[src/design/sitda_pkg.sv]
`timescale 1ns / 1ps
// ----------------------------------------------------------------------------
// sitda_pkg: shared types and constants
// Character codes, BCD adjust constants, queue depth and back-end states.
// ----------------------------------------------------------------------------
package sitda_pkg;

    localparam int CHAR_W      = 6;
    localparam int DIGIT_W     = 4;
    localparam int QUEUE_DEPTH = 2;

    // ASCII codes, kept to the six bits carried on the character port
    localparam logic [CHAR_W-1:0]  ASCII_ZERO  = 6'd48;
    localparam logic [CHAR_W-1:0]  ASCII_MINUS = 6'd45;

    // double-dabble adjust: a digit of five or more gets three added before the shift
    localparam logic [DIGIT_W-1:0] BCD_ADJ_LIMIT = 4'd5;
    localparam logic [DIGIT_W-1:0] BCD_ADJ       = 4'd3;

    typedef enum logic [2:0] {
        BK_IDLE,
        BK_CONV,
        BK_SCAN,
        BK_SIGN,
        BK_DIGIT
    } back_state_t;

endpackage

[src/design/sitda_front.sv]
`timescale 1ns / 1ps
// ----------------------------------------------------------------------------
// sitda_front: input word classifier
// Split each signed word into a sign flag and an unsigned magnitude.
// ----------------------------------------------------------------------------
module sitda_front #(
    parameter int VALUE_WIDTH = 32
) (
    input  logic                          value_valid,
    input  logic signed [VALUE_WIDTH-1:0] value,
    output logic                          value_stall,
    input  logic                          queue_full,
    output logic                          push_valid,
    output logic [VALUE_WIDTH:0]          push_data
);
    import sitda_pkg::*;

    logic                   neg;
    logic [VALUE_WIDTH-1:0] raw;
    logic [VALUE_WIDTH-1:0] mag;

    // magnitude is unsigned, so the most negative value maps to 2^(W-1)
    assign raw = value;
    assign neg = raw[VALUE_WIDTH-1];
    assign mag = neg ? (~raw + 1'b1) : raw;

    assign value_stall = queue_full;
    assign push_valid  = value_valid;
    assign push_data   = {neg, mag};

endmodule

[src/design/sitda_queue.sv]
`timescale 1ns / 1ps
// ----------------------------------------------------------------------------
// sitda_queue: short FIFO between front and back
// Hold classified words so the front keeps accepting while the back works.
// ----------------------------------------------------------------------------
module sitda_queue #(
    parameter int DATA_W = 33
) (
    input  logic              clk,
    input  logic              rst_n,
    input  logic              push_valid,
    input  logic [DATA_W-1:0] push_data,
    output logic              full,
    output logic              pop_valid,
    output logic [DATA_W-1:0] pop_data,
    input  logic              pop
);
    import sitda_pkg::*;

    localparam int PTR_W = (QUEUE_DEPTH > 1) ? $clog2(QUEUE_DEPTH) : 1;
    localparam int CNT_W = PTR_W + 1;

    logic [DATA_W-1:0] entry_reg [QUEUE_DEPTH];
    logic [PTR_W-1:0]  wr_ptr_reg, wr_ptr_next;
    logic [PTR_W-1:0]  rd_ptr_reg, rd_ptr_next;
    logic [CNT_W-1:0]  count_reg, count_next;
    logic              do_push;
    logic              do_pop;

    assign full      = (count_reg == CNT_W'(QUEUE_DEPTH));
    assign pop_valid = (count_reg != '0);
    assign pop_data  = entry_reg[rd_ptr_reg];
    assign do_push   = push_valid && !full;
    assign do_pop    = pop && pop_valid;

    always_comb
    begin
        wr_ptr_next = do_push ? wr_ptr_reg + 1'b1 : wr_ptr_reg;
        rd_ptr_next = do_pop  ? rd_ptr_reg + 1'b1 : rd_ptr_reg;
        count_next  = count_reg;
        if (do_push && !do_pop)
        begin
            count_next = count_reg + 1'b1;
        end
        else if (do_pop && !do_push)
        begin
            count_next = count_reg - 1'b1;
        end
    end

    always_ff @(posedge clk or negedge rst_n)
    begin
        if (!rst_n)
        begin
            wr_ptr_reg <= '0;
            rd_ptr_reg <= '0;
            count_reg  <= '0;
        end
        else
        begin
            wr_ptr_reg <= wr_ptr_next;
            rd_ptr_reg <= rd_ptr_next;
            count_reg  <= count_next;
        end
    end

    always_ff @(posedge clk)
    begin
        if (do_push)
        begin
            entry_reg[wr_ptr_reg] <= push_data;
        end
    end

endmodule

[src/design/sitda_back.sv]
`timescale 1ns / 1ps
// ----------------------------------------------------------------------------
// sitda_back: serial BCD converter and character emitter
// Convert a magnitude by shift-and-add-3, then send sign and digits out.
// ----------------------------------------------------------------------------
module sitda_back #(
    parameter int VALUE_WIDTH = 32
) (
    input  logic                         clk,
    input  logic                         rst_n,
    input  logic                         q_valid,
    input  logic [VALUE_WIDTH:0]         q_data,
    output logic                         q_pop,
    output logic [sitda_pkg::CHAR_W-1:0] character,
    output logic                         last,
    output logic                         result_valid,
    input  logic                         result_stall
);
    import sitda_pkg::*;

    // decimal digits of 2^(W-1): floor((W-1)*log10(2)) + 1
    localparam int NUM_DIGITS = ((VALUE_WIDTH - 1) * 30103) / 100000 + 1;
    localparam int BCD_W      = NUM_DIGITS * DIGIT_W;
    localparam int IDX_W      = $clog2(NUM_DIGITS);
    localparam int CNT_W      = $clog2(VALUE_WIDTH);

    back_state_t            state_reg, state_next;
    logic                   neg_reg, neg_next;
    logic [VALUE_WIDTH-1:0] mag_reg, mag_next;
    logic [BCD_W-1:0]       bcd_reg, bcd_next;
    logic [CNT_W-1:0]       cnt_reg, cnt_next;
    logic [IDX_W-1:0]       idx_reg, idx_next;
    logic [CHAR_W-1:0]      char_reg, char_next;
    logic                   last_reg, last_next;
    logic                   ovalid_reg, ovalid_next;

    logic                   out_load;
    logic                   conv_done;
    logic [BCD_W-1:0]       bcd_adj;
    logic [IDX_W-1:0]       top_idx;
    logic [DIGIT_W-1:0]     cur_digit;

    assign out_load  = !ovalid_reg || !result_stall;
    assign conv_done = (cnt_reg == CNT_W'(VALUE_WIDTH - 1));
    assign cur_digit = bcd_reg[{idx_reg, 2'b00} +: DIGIT_W];

    // add three to every digit of five or more, ahead of the shift
    always_comb
    begin
        logic [DIGIT_W-1:0] d;
        for (int i = 0; i < NUM_DIGITS; i++)
        begin
            d = bcd_reg[i*DIGIT_W +: DIGIT_W];
            if (d >= BCD_ADJ_LIMIT)
            begin
                d = d + BCD_ADJ;
            end
            bcd_adj[i*DIGIT_W +: DIGIT_W] = d;
        end
    end

    // most significant nonzero digit; zero keeps index zero
    always_comb
    begin
        top_idx = '0;
        for (int i = 0; i < NUM_DIGITS; i++)
        begin
            if (bcd_reg[i*DIGIT_W +: DIGIT_W] != '0)
            begin
                top_idx = IDX_W'(i);
            end
        end
    end

    // next state
    always_comb
    begin
        state_next = state_reg;
        case (state_reg)
            BK_IDLE:
            begin
                if (q_valid)
                begin
                    state_next = BK_CONV;
                end
            end
            BK_CONV:
            begin
                if (conv_done)
                begin
                    state_next = BK_SCAN;
                end
            end
            BK_SCAN:
            begin
                state_next = neg_reg ? BK_SIGN : BK_DIGIT;
            end
            BK_SIGN:
            begin
                if (out_load)
                begin
                    state_next = BK_DIGIT;
                end
            end
            BK_DIGIT:
            begin
                if (out_load && (idx_reg == '0))
                begin
                    state_next = BK_IDLE;
                end
            end
            default:
            begin
                state_next = BK_IDLE;
            end
        endcase
    end

    // datapath and outputs
    always_comb
    begin
        q_pop       = 1'b0;
        neg_next    = neg_reg;
        mag_next    = mag_reg;
        bcd_next    = bcd_reg;
        cnt_next    = cnt_reg;
        idx_next    = idx_reg;
        char_next   = char_reg;
        last_next   = last_reg;
        ovalid_next = ovalid_reg && result_stall;
        case (state_reg)
            BK_IDLE:
            begin
                q_pop    = q_valid;
                neg_next = q_data[VALUE_WIDTH];
                mag_next = q_data[VALUE_WIDTH-1:0];
                bcd_next = '0;
                cnt_next = '0;
            end
            BK_CONV:
            begin
                bcd_next = {bcd_adj[BCD_W-2:0], mag_reg[VALUE_WIDTH-1]};
                mag_next = {mag_reg[VALUE_WIDTH-2:0], 1'b0};
                cnt_next = cnt_reg + 1'b1;
            end
            BK_SCAN:
            begin
                idx_next = top_idx;
            end
            BK_SIGN:
            begin
                if (out_load)
                begin
                    char_next   = ASCII_MINUS;
                    last_next   = 1'b0;
                    ovalid_next = 1'b1;
                end
            end
            BK_DIGIT:
            begin
                if (out_load)
                begin
                    char_next   = ASCII_ZERO + CHAR_W'(cur_digit);
                    last_next   = (idx_reg == '0);
                    ovalid_next = 1'b1;
                    if (idx_reg != '0)
                    begin
                        idx_next = idx_reg - 1'b1;
                    end
                end
            end
            default:
            begin
                q_pop = 1'b0;
            end
        endcase
    end

    always_ff @(posedge clk or negedge rst_n)
    begin
        if (!rst_n)
        begin
            state_reg  <= BK_IDLE;
            ovalid_reg <= 1'b0;
        end
        else
        begin
            state_reg  <= state_next;
            ovalid_reg <= ovalid_next;
        end
    end

    always_ff @(posedge clk)
    begin
        neg_reg  <= neg_next;
        mag_reg  <= mag_next;
        bcd_reg  <= bcd_next;
        cnt_reg  <= cnt_next;
        idx_reg  <= idx_next;
        char_reg <= char_next;
        last_reg <= last_next;
    end

    assign character    = char_reg;
    assign last         = last_reg;
    assign result_valid = ovalid_reg;

endmodule

[src/design/signed_int_to_decimal_ascii.sv]
`timescale 1ns / 1ps
// ----------------------------------------------------------------------------
// signed_int_to_decimal_ascii: signed integer to decimal ASCII text
// Input channel (value_valid / value_stall / value) takes one two's complement
// word of VALUE_WIDTH bits. Output channel (result_valid / result_stall /
// character / last) gives its decimal text one character per word: a '-'
// first for negative values, then the digits most significant first with no
// leading zeros; zero gives a single '0'. last marks the final character.
// A word is moved when valid is high and stall is low at a rising edge.
// A two-entry queue sits behind the input, so up to two words are taken while
// the converter is busy. The converter takes a word from the queue, runs
// shift-and-add-3 over every magnitude bit, locates the leading digit, then
// sends one character per cycle while the output is not stalled.
// Reset (rst_n, asynchronous) empties the queue and the output register.
// A stall on the output holds the registered character in place and pauses
// the sign and digit emission; the queue keeps taking words until it fills.
// ----------------------------------------------------------------------------
module signed_int_to_decimal_ascii #(
    parameter int VALUE_WIDTH = 32
) (
    input  logic                          clk,
    input  logic                          rst_n,
    input  logic                          value_valid,
    output logic                          value_stall,
    input  logic signed [VALUE_WIDTH-1:0] value,
    output logic                          result_valid,
    input  logic                          result_stall,
    output logic [sitda_pkg::CHAR_W-1:0]  character,
    output logic                          last
);
    import sitda_pkg::*;

    // sign flag on top, magnitude below
    logic                 push_valid;
    logic [VALUE_WIDTH:0] push_data;
    logic                 queue_full;
    logic                 pop_valid;
    logic [VALUE_WIDTH:0] pop_data;
    logic                 pop;

    // front: classify and hand off to the queue
    sitda_front #(
        .VALUE_WIDTH (VALUE_WIDTH)
    ) u_front (
        .value_valid (value_valid),
        .value       (value),
        .value_stall (value_stall),
        .queue_full  (queue_full),
        .push_valid  (push_valid),
        .push_data   (push_data)
    );

    // queue: decouple acceptance from conversion
    sitda_queue #(
        .DATA_W (VALUE_WIDTH + 1)
    ) u_queue (
        .clk        (clk),
        .rst_n      (rst_n),
        .push_valid (push_valid),
        .push_data  (push_data),
        .full       (queue_full),
        .pop_valid  (pop_valid),
        .pop_data   (pop_data),
        .pop        (pop)
    );

    // back: convert serially and emit characters through the output register
    sitda_back #(
        .VALUE_WIDTH (VALUE_WIDTH)
    ) u_back (
        .clk          (clk),
        .rst_n        (rst_n),
        .q_valid      (pop_valid),
        .q_data       (pop_data),
        .q_pop        (pop),
        .character    (character),
        .last         (last),
        .result_valid (result_valid),
        .result_stall (result_stall)
    );

endmodule

[config.mk]
export PLATFORM = sky130hd
export DESIGN_NAME = signed_int_to_decimal_ascii
export DESIGN_NICKNAME = d
export VERILOG_FILES = /design/src/design/sitda_pkg.sv /design/src/design/sitda_front.sv /design/src/design/sitda_queue.sv /design/src/design/sitda_back.sv /design/src/design/signed_int_to_decimal_ascii.sv
export SDC_FILE = /design/constraint.sdc
export NUM_CORES = 1
export LEC_CHECK = 0
export BUFFER_PORTS_ARGS = -buffer_cell sky130_fd_sc_hd__buf_2
export CORE_UTILIZATION = 48
export DETAILED_ROUTE_END_ITERATION = 8
export PLACE_DENSITY = 0.69
export SKIP_LAST_GASP = 1
export SYNTH_ARGS = -nofsm -noshare
export SYNTH_HDL_FRONTEND = slang
export SYNTH_HIERARCHICAL = 1
export SYNTH_SLANG_ARGS = --single-unit
[constraint.sdc]
create_clock -name clk -period 4.5 [get_ports clk]
set_input_delay 0 -clock clk [delete_from_list [all_inputs] [get_ports clk]]
set_output_delay 0 -clock clk [all_outputs]
set_load 0.1 [all_outputs]
After elaboration in Yosys (flattened, before gate mapping)
Memory sizes are Yosys's and may differ from the RTL's.
Index checks and enable logic that the tools add are counted.
Word-level totals
  register bits: 97
  bits in writable memories: 66
  bits of input ports: 36
  output and inout bits: 9
  logic and storage cells: 133
  memories: 1
Cells by class
  $add $sub $neg: 18
  order comparisons: 10
  equal/unequal tests: 12
  shift operators: 1
  multiplexer cells: 45
  bitwise logic cells: 1
  reductions and logical operators: 33
Memories
  u_queue.entry_reg: depth 2, width 33, rd ports 1, clocked after Yosys merged registers in 0, wr ports 1, RTL line sitda_queue.sv:23  | logic [DATA_W-1:0] entry_reg [QUEUE_DEPTH];
Operators by type and width (count)
  40-bit one-hot mux with 2 select lines: 1
  32-bit one-hot mux with 2 select lines: 1
  4-bit 2-to-1 mux: 13
  4-bit by 3-bit greater-or-equal comparator with 1-bit output, second input constant: 10
  4-bit nonzero test: 10
  40-bit by 7-bit variable part select with 4-bit output: 1
  4-bit by 2-bit adder with 4-bit output, second input constant: 9
  32-bit by 1-bit adder with 32-bit output, second input constant: 1
  32-bit 2-to-1 mux: 1
  32-bit NOT: 1
  3-bit 2-to-1 mux: 10
  3-bit one-hot mux with 5 select lines: 1
  6-bit 2-to-1 mux: 2
  2-bit by 1-bit inequality test with 1-bit output, second input constant: 6
  6-bit one-hot mux with 2 select lines: 1
  5-bit one-hot mux with 2 select lines: 1
  2-bit nonzero test: 5
  1-bit 2-to-1 mux: 8
  2-bit 2-to-1 mux: 4
  4-bit one-hot mux with 2 select lines: 1
  5-bit by 5-bit adder with 6-bit output, first input constant: 1
  3-bit by 2-bit equality test with 1-bit output, second input constant: 2
  1-bit logical AND: 6
  3-bit AND reduction: 2
  17 further kinds: 22

Logic depth before layout (Yosys ltp)
Gate-level depths: netlist of run 1.
  depth after elaboration: 11
  mapped depth: 8
  depth with buffers taken out: 7

Hierarchy
The synthesis of run 1 kept the hierarchy.
By module, submodules not included
  sitda_back: times used 1, cells each 406, area an instance 5082.4 um^2, seq. area each 2742.6 um^2
  sitda_queue: times used 1, cells each 122, area an instance 2733.9 um^2, seq. area each 2082.0 um^2
  sitda_front: times used 1, cells each 105, area an instance 799.5 um^2, seq. area each 0.0 um^2

Worst setup path before layout of run 1
Ideal clock, no wire load.
  kind: reg2reg
  start: register u_back.state_reg[1]
  end: register u_back.mag_reg[16] (data pin)
  setup time: 0.260 ns
  arrival time: 2.522 ns
  required time: 4.240 ns
  slack: 1.718 ns
  stages on the path, launching flop included: 7
  buffers on the path: 3
  period minus slack after synthesis: 2.782 ns
  cells stage by stage: dfrtp_1 > buf_2 > nor2_4 > nand2_1 > buf_4 > buf_6 > mux2_4
On the way
  word-level cells in the longest chain between the ends: 2
  elaborated cells between the ends (all ways): 3
  classes of those cells: 1 x eq/ne; 1 x mux; 1 x reduce/logical
RTL lines
  start: declaration: RTL line sitda_back.sv:27  | back_state_t state_reg, state_next;
  start signal: assignment: RTL line sitda_back.sv:188  | state_reg <= state_next;
  3-bit by 1-bit equality test with 1-bit output or 3-bit zero test (tied branches): RTL line sitda_back.sv:131  | case (state_reg)
  32-bit one-hot mux with 2 select lines *: RTL line sitda_back.sv:131
  via u_back.mag_next[16]: RTL line sitda_back.sv:29  | logic [VALUE_WIDTH-1:0] mag_reg, mag_next;
  end signal: assignment: RTL line sitda_back.sv:196  | mag_reg <= mag_next;
  end: declaration: RTL line sitda_back.sv:29
The timed path passes the listed nets; every way through them passes the cells marked *.
A chain may end at the register's enable or synchronous reset.

Worst setup path in the final report of run 1
  start: register u_back.state_reg[1]
  end: register u_back.mag_reg[1] (data pin)
Same word-level chain as after synthesis.

==> results of run 1 <==
==> per-layer routing <==
layer  up-vias  share of wire (%)  GRT usage, %
li1       2484                  -             -
met3        34                3.5          4.44
met4         0                2.5          8.09
met5         -                  0             0
met1      2485                 44          22.5
met2        96                 50          31.2
==> cells by family (layout without fill, tap and decap cells) <==
| logic type | after synthesis | after routing | share of synthesized area, % |
|---|---|---|---|
| muxes | 77 | 77 | 13.0 |
| adders and majority gates | 25 | 25 | 3.63 |
| and+or+nand+nor | 168 | 168 | 10.9 |
| buffers and inverters | 56 | 143 | 4.04 |
| DFF | 162 | 162 | 56.0 |
| AOI/OAI and AO/OA | 87 | 87 | 6.64 |
| xor gates and xnor gates | 57 | 57 | 5.79 |
| other | 1 | 1 | 0.0435 |
==> through the flow <==
stage                     utilization (%)  hold WS, ns  power, W  cells
after floorplan                         -       -0.296   0.00458    633
after global routing                 56.6        0.105   0.00688    945
final                                56.6       0.0935   0.00647    945
after CTS                            56.6       0.0719   0.00653    945
after global placement               51.3       -0.143   0.00489    879
after detailed placement             51.3       -0.138   0.00504    879
==> layout make-up <==
class | count | area [sq um]
clock buffer | 17 | 425
timing repair buffer | 82 | 593
sequential | 162 | 4830
tap | 225 | 282
multi-input combinational | 415 | 3450
inverter | 29 | 121
fill | 1394 | 7560
clock inverter | 15 | 165
==> power groups by stage <==
stage	clock, W	combinational (W)	sequential [W]
global placement	0	0.00205	0.00284
global route	0.00155	0.00242	0.00291
CTS	0.00148	0.00220	0.00285
floorplan	0	0.00190	0.00268
finish	0.00145	0.00218	0.00284
detailed placement	0	0.00217	0.00287
==> cells in the mapped netlist, types with 4 or more instances <==
library cell	count	area share, %
nor2b_1	12	0.87
buf_6	6	0.78
dfrtp_1	8	2.3
mux2_2	20	2.6
buf_4	6	0.52
mux2i_1	5	0.58
a211oi_1	10	0.87
inv_1	28	1.2
mux4_2	8	2.1
nor3_1	16	0.93
mux2_4	44	7.7
and3_1	6	0.44
o21ai_0	18	1.0
buf_2	7	0.41
nand2_1	38	1.7
a22oi_1	4	0.35
o31ai_1	9	0.78
edfxtp_1	154	54
nand2b_1	13	0.94
a21oi_1	26	1.5
xnor2_1	45	4.6
ha_1	25	3.6
nor3b_1	5	0.44
nand3_1	7	0.41
xor2_1	12	1.2
nor2_1	36	1.6
==> worst max-delay path by stage <==
stage / slack, ns / to
after floorplan: 1.72 / u_back/mag_reg[16]
after global placement: 2.18 / u_back/mag_reg[7]
after detailed placement: 2.06 / u_back/mag_reg[1]
after CTS: 2.06 / u_back/mag_reg[1]
after global routing: 1.94 / u_back/mag_reg[1]
final: 2.11 / u_back/mag_reg[1]
==> worst max-delay path, stage by stage (launching register included) <==
cell and delay, ns:
dfrtp_1 0.53, nor2_4 0.08, nand2_2 0.79, buf_4 0.37, mux2_2 0.36
==> key figures, run 1 <==
Run status
  • Outcome: completed

Power and ir drop
  • Sequential cell fraction of total power: 43.9%
  • Switching share of power: a little under a third
  • Internal power: 0.00440 W
  • Power share of the combinational group: between 30 and 40%
  • Leakage component of the power: 3.72 nW
  • Peak ir drop on the vdd network: 0.000374 V
  • Pwr dens: roughly 660 nW/um^2
  • Switching power total: slightly above 0.002 W
  • Clk network pwr share: between 20% and 30%

Routing
  • Total Routed Length: 15.7 mm
  • Drt wl/cell: roughly 17 microns
  • Detail-routed via count per cell: 5.40
  • Length of the first detailed-routing pass in iterations: 4
  • Final routed DRC violation total: 0
  • Number of nets still failing antenna checks after routing: 0
  • Initial detailed-routing violation count: 285
  • Vias after detailed routing: ~5100

Final layout
  • Layout Cell Area excl Fill: roughly 10000 sq um
  • Layout cells sized above 1: between 20% and 30%
  • Antenna diode count: 0
  • Most frequent standard cell in the layout excluding fill and tap cells: edfxtp_1
  • Commonest non-fill, non-tap cells in the layout: 154 x edfxtp_1, 45 x xnor2_1, 44 x mux2_4
  • Max FFs per register: 66
  • # nets final: roughly 770
  • Synthesis-to-finish area growth: 14.4%

Worst hold path
  • Hold_sp: value[1]
  • Hold Path Depth: 3
  • Hold endpoint: u_queue/entry_reg[0][1]
  • Worst hold path type: in2reg

Logic synthesis
  • Mapped cell area: about 8600 sq um
  • Cell variety after synth: 63
  • Primary flip-flop cell chosen by synthesis mapping: edfxtp_1
  • Share of synthesized area occupied by flip-flops and latches: roughly 56%
  • Cell count after synthesis: about 630
  • Share of flip-flops with an asynchronous set or reset: between 4 and 5%
  • Post-synth net total: between 600 and 700
  • Yosys warning total: 6
  • Number of flops mapped to enable cells by yosys: 154
  • Number of synthesized register bits: between 150 and 200
  • Mean post-synth cell area: between 10 and 15 sq um

Setup path
  • Worst Setup End Kind: register
  • Worst R2R End: u_back/mag_reg[1]
  • Arrival time reported for the critical path endpoint: about 2.6 ns
  • Required @ worst endpoint: between 4 and 5 ns
  • R2R depth: 4
  • Worst Path Max Fanout: 43
  • R2r setup slk: approximately 2.1 ns
  • CP startpoint kind: register
  • Worst setup path class: reg2reg
  • Reg-to-reg startpoint: u_back/state_reg[1]
  • Crit. Startpoint: u_back/state_reg[1]

STA
  • Count of endpoints failing setup in the final report: 0
  • Accumulated negative setup slack: 0 ns
  • Slew margin rel.: between 20% and 30%
  • Setup ws final: 2.11 ns
  • Tcrit/Tclk final: between 50% and 60%
  • Count of pins over their slew limit: 0
  • Worst clock skew: approximately 0.005 ns
  • Setup repair after global routing missed its margin: no
  • Final critical delay including setup and external delays: between 2 and 2.5 ns
  • Number of hold violations in the final report: 0
  • Max Fclk: between 0.4 and 0.5 GHz
  • Slew at the pin with the worst max-slew slack: about 1.1 ns

Placed design
  • Setup slack at placement: a little over 2 ns
  • PortBufs: between 40 and 50
  • Placed instance area: ~8900 sq um
  • GP Congestion: 0.852
  • Placed wire-length estimate: between 10 and 15 mm

Clock tree
  • TritonCTS clock tree: yes
  • Latest clock arrival within the worst-skew pair: about 0.43 ns
  • Number of buffers inserted during clock tree synthesis: 17
  • CTS Buffer Depth: 2
  • Register clock-pin slew on the reported worst setup and hold paths: about 0.060 ns
  • Cell at the root of the clock tree: clkbuf_16
  • H-tree lvl count: 4
  • Number of hold-repair buffers added at the cts stage: 34
  • Cells resized by post-CTS repair: 0
  • Setup fix buffers added after clock tree synthesis: 0
  • TritonCTS sink count: 162

Global routing
  • Overall routing resource usage: 18.5%
  • Via count of the first global-routing pass: about 5200
  • Number of antenna violations at the first check in global routing: 0
  • First-pass GRT wire length: around 26 mm
  • Maximum number of pins on one net before global-route repair: between 80 and 90
  • Total congestion overflow: 0

Floorplanning
  • Height of the chip: around 140 microns
  • Initial core utilization: between 40 and 50%
  • Floorplan core area: roughly 17000 sq um
  • Num ports: 45
  • Die area: between 15000 and 20000 sq um
  • Die X: 136 microns
  • Number of standard-cell rows in the floorplan: 48

Job
  • Max-cap violations: 0
(Power assumes the default switching activity.)
==> run 2, diff against run 1 <==
--- a/config.mk
+++ b/config.mk
@@ -8,7 +8,7 @@
 export BUFFER_PORTS_ARGS = -buffer_cell sky130_fd_sc_hd__buf_2
 export CORE_UTILIZATION = 48
 export DETAILED_ROUTE_END_ITERATION = 8
-export PLACE_DENSITY = 0.69
+export PLACE_DENSITY = 0.72
 export SKIP_LAST_GASP = 1
 export SYNTH_ARGS = -nofsm -noshare
 export SYNTH_HDL_FRONTEND = slang
==> constraint.sdc (replaced) <==
create_clock -name clk -period 2.2 [get_ports clk]
set_input_delay 0 -clock clk [delete_from_list [all_inputs] [get_ports clk]]
set_output_delay 0 -clock clk [all_outputs]
set_load 0.1 [all_outputs]
==> run 2 against run 1 <==
Compared with the run above:
- flip-flop and latch count did not move
- clock power rose by 86%
- critical path depth rose by 4
- wire length rose by 1.5%
- non-clock buffer count rose by 3
- critical path type is now in2reg
==> key figures, run 2 (synthesis results as in run 1) <==
STA
  • Count of endpoints failing setup in the final report: 0
  • Worst clock skew: ~0.0086 ns
  • Max Fclk: ~0.50 GHz
  • Final critical delay including setup and external delays: between 2 and 2.5 ns
  • Slew margin rel.: roughly three fifths
  • Setup repair after global routing missed its margin: no
  • Count of pins over their slew limit: 0
  • Setup ws final: 0.194 ns
  • Tcrit/Tclk final: between 90% and 100%
  • Number of hold violations in the final report: 0
  • Accumulated negative setup slack: 0 ns
  • Slew at the pin with the worst max-slew slack: between 0.6 and 0.7 ns

Final layout
  • Antenna diode count: 0
  • Number of fill cells in the layout: 1369
  • Area occupied by registers: 4830 sq um
  • # nets final: about 770
  • Commonest non-fill, non-tap cells in the layout: 154 x edfxtp_1, 45 x xnor2_1, 44 x mux2_4
  • Layout Cell Area excl Fill: about 9900 sq um
  • Final core utilization: roughly 57%
  • Most frequent standard cell in the layout excluding fill and tap cells: edfxtp_1
  • Max FFs per register: between 60 and 70
  • Synthesis-to-finish area growth: 14.4%
  • Multi-input gate area: between 3000 and 4000 sq um
  • Layout cells sized above 1: between 20% and 30%

Floorplanning
  • Number of standard-cell rows in the floorplan: 48
  • Floorplan core area: roughly 17000 sq um
  • Initial core utilization: between 40% and 50%
  • Die X: 136 microns
  • Num ports: between 40 and 50
  • Die area: 18500 sq um
  • Height of the chip: around 140 microns

Routing
  • Initial detailed-routing violation count: approximately 330
  • Drt wl/cell: ~17 microns
  • Vias after detailed routing: a little over 5000
  • Total Routed Length: between 15 and 20 mm
  • Number of nets still failing antenna checks after routing: 0
  • Final routed DRC violation total: 0
  • Length of the first detailed-routing pass in iterations: 4
  • Detail-routed via count per cell: roughly 5.5

Clock tree
  • Latest clock arrival within the worst-skew pair: 0.42 ns
  • CTS Buffer Depth: 2
  • H-tree lvl count: 4
  • Cells resized by post-CTS repair: 0
  • TritonCTS clock tree: yes
  • TritonCTS sink count: between 150 and 200
  • Cell at the root of the clock tree: clkbuf_16
  • Register clock-pin slew on the reported worst setup and hold paths: about 0.060 ns
  • Number of buffers inserted during clock tree synthesis: 17
  • Setup fix buffers added after clock tree synthesis: 0

Placed design
  • GP Congestion: between 0.8 and 0.9
  • Placed wire-length estimate: 10.3 mm
  • PortBufs: 43
  • Setup slack at placement: roughly 0.21 ns
  • Placed instance area: ~9000 sq um

Setup path
  • Arrival time reported for the critical path endpoint: around 2.2 ns
  • R2r setup slk: 0.22 ns
  • Worst Setup End Kind: register
  • Worst Path Max Fanout: 6
  • Required @ worst endpoint: between 2 and 2.5 ns
  • Worst setup path class: in2reg
  • CP startpoint kind: primary input

Global routing
  • Overall routing resource usage: a little under a fifth
  • First-pass GRT wire length: about 26 mm
  • Maximum number of pins on one net before global-route repair: 81
  • Number of antenna violations at the first check in global routing: 0
  • Via count of the first global-routing pass: roughly 5400
  • Total congestion overflow: 0

Power and ir drop
  • Switching power total: 0.00433 W
  • Pwr dens: 1330 nW/um^2
  • Total power of the final layout: about 0.013 W
  • Sequential cell fraction of total power: 43.0%
  • Leakage component of the power: ~3.7 nW
  • Power share of the combinational group: between 30% and 40%
  • Peak ir drop on the vdd network: roughly 0.00085 V
  • Switching share of power: between 30 and 40%
  • Internal power: slightly below 0.009 W
  • Clk network pwr share: just over 20%

Worst hold path
  • Worst hold path type: in2reg

Job
  • Max-cap violations: 0

Run status
  • Outcome: completed
[run 2: power by group through the flow]
stage	clock [W]	combinational, W	sequential, W
floorplan	0	0.00394	0.00548
global placement	0	0.00447	0.00562
detailed placement	0	0.00470	0.00567
CTS	0.00275	0.00480	0.00563
global route	0.00287	0.00528	0.00574
finish	0.00269	0.00477	0.00562
[run 2: per-stage QoR]
step	hold slack, ns	cells
after floorplan	-0.296	633
after detailed placement	-0.137	885
after global placement	-0.146	885
after global routing	0.00869	948
after CTS	0.00632	948
final	0.0105	948
[run 2: timing repair]
item,CTS,global route
setup endpoints to repair,0,0
hold buffers,31,0
hold endpoints to repair,67,0
[run 2: final cells by class]
cell class / instances / area share (%)
clock buffer: 18 / 4.35
clock inverter: 14 / 1.08
inverter: 29 / 1.23
multi-input combinational: 415 / 35.0
sequential: 162 / 49.0
tap: 225 / 2.86
timing repair buffer: 85 / 6.55
[run 2: worst paths after layout]
kind                                       from  cells after the start                  endpoint
max                                    value[0]                      8  u_queue/entry_reg[0][28]
min                                    value[4]                      2   u_queue/entry_reg[0][4]
max reg2reg                   u_back/idx_reg[0]                      5         u_back/idx_reg[3]
min reg2reg                u_queue/count_reg[1]                      1      u_queue/count_reg[1]
max in group asynchronous                 rst_n                      3       u_back/state_reg[2]
min in group asynchronous                 rst_n                      3        u_queue/wr_ptr_reg
[run 2: per-layer routing]
layer	wire length [microns]	vias up	track usage (%)
li1	-	2488	-
met1	6980	2576	22.0
met2	8150	106	32.7
met3	523	20	4.77
met4	242	0	5.99
met5	0	-	0
[run 2: critical path: stages]
cell           delay, ns
dlygate4sd3_1       0.53
buf_2               0.15
inv_1               0.09
ha_1                0.23
nor2b_1             0.37
nand2_4             0.13
o41ai_1             0.52
xnor2_1             0.13
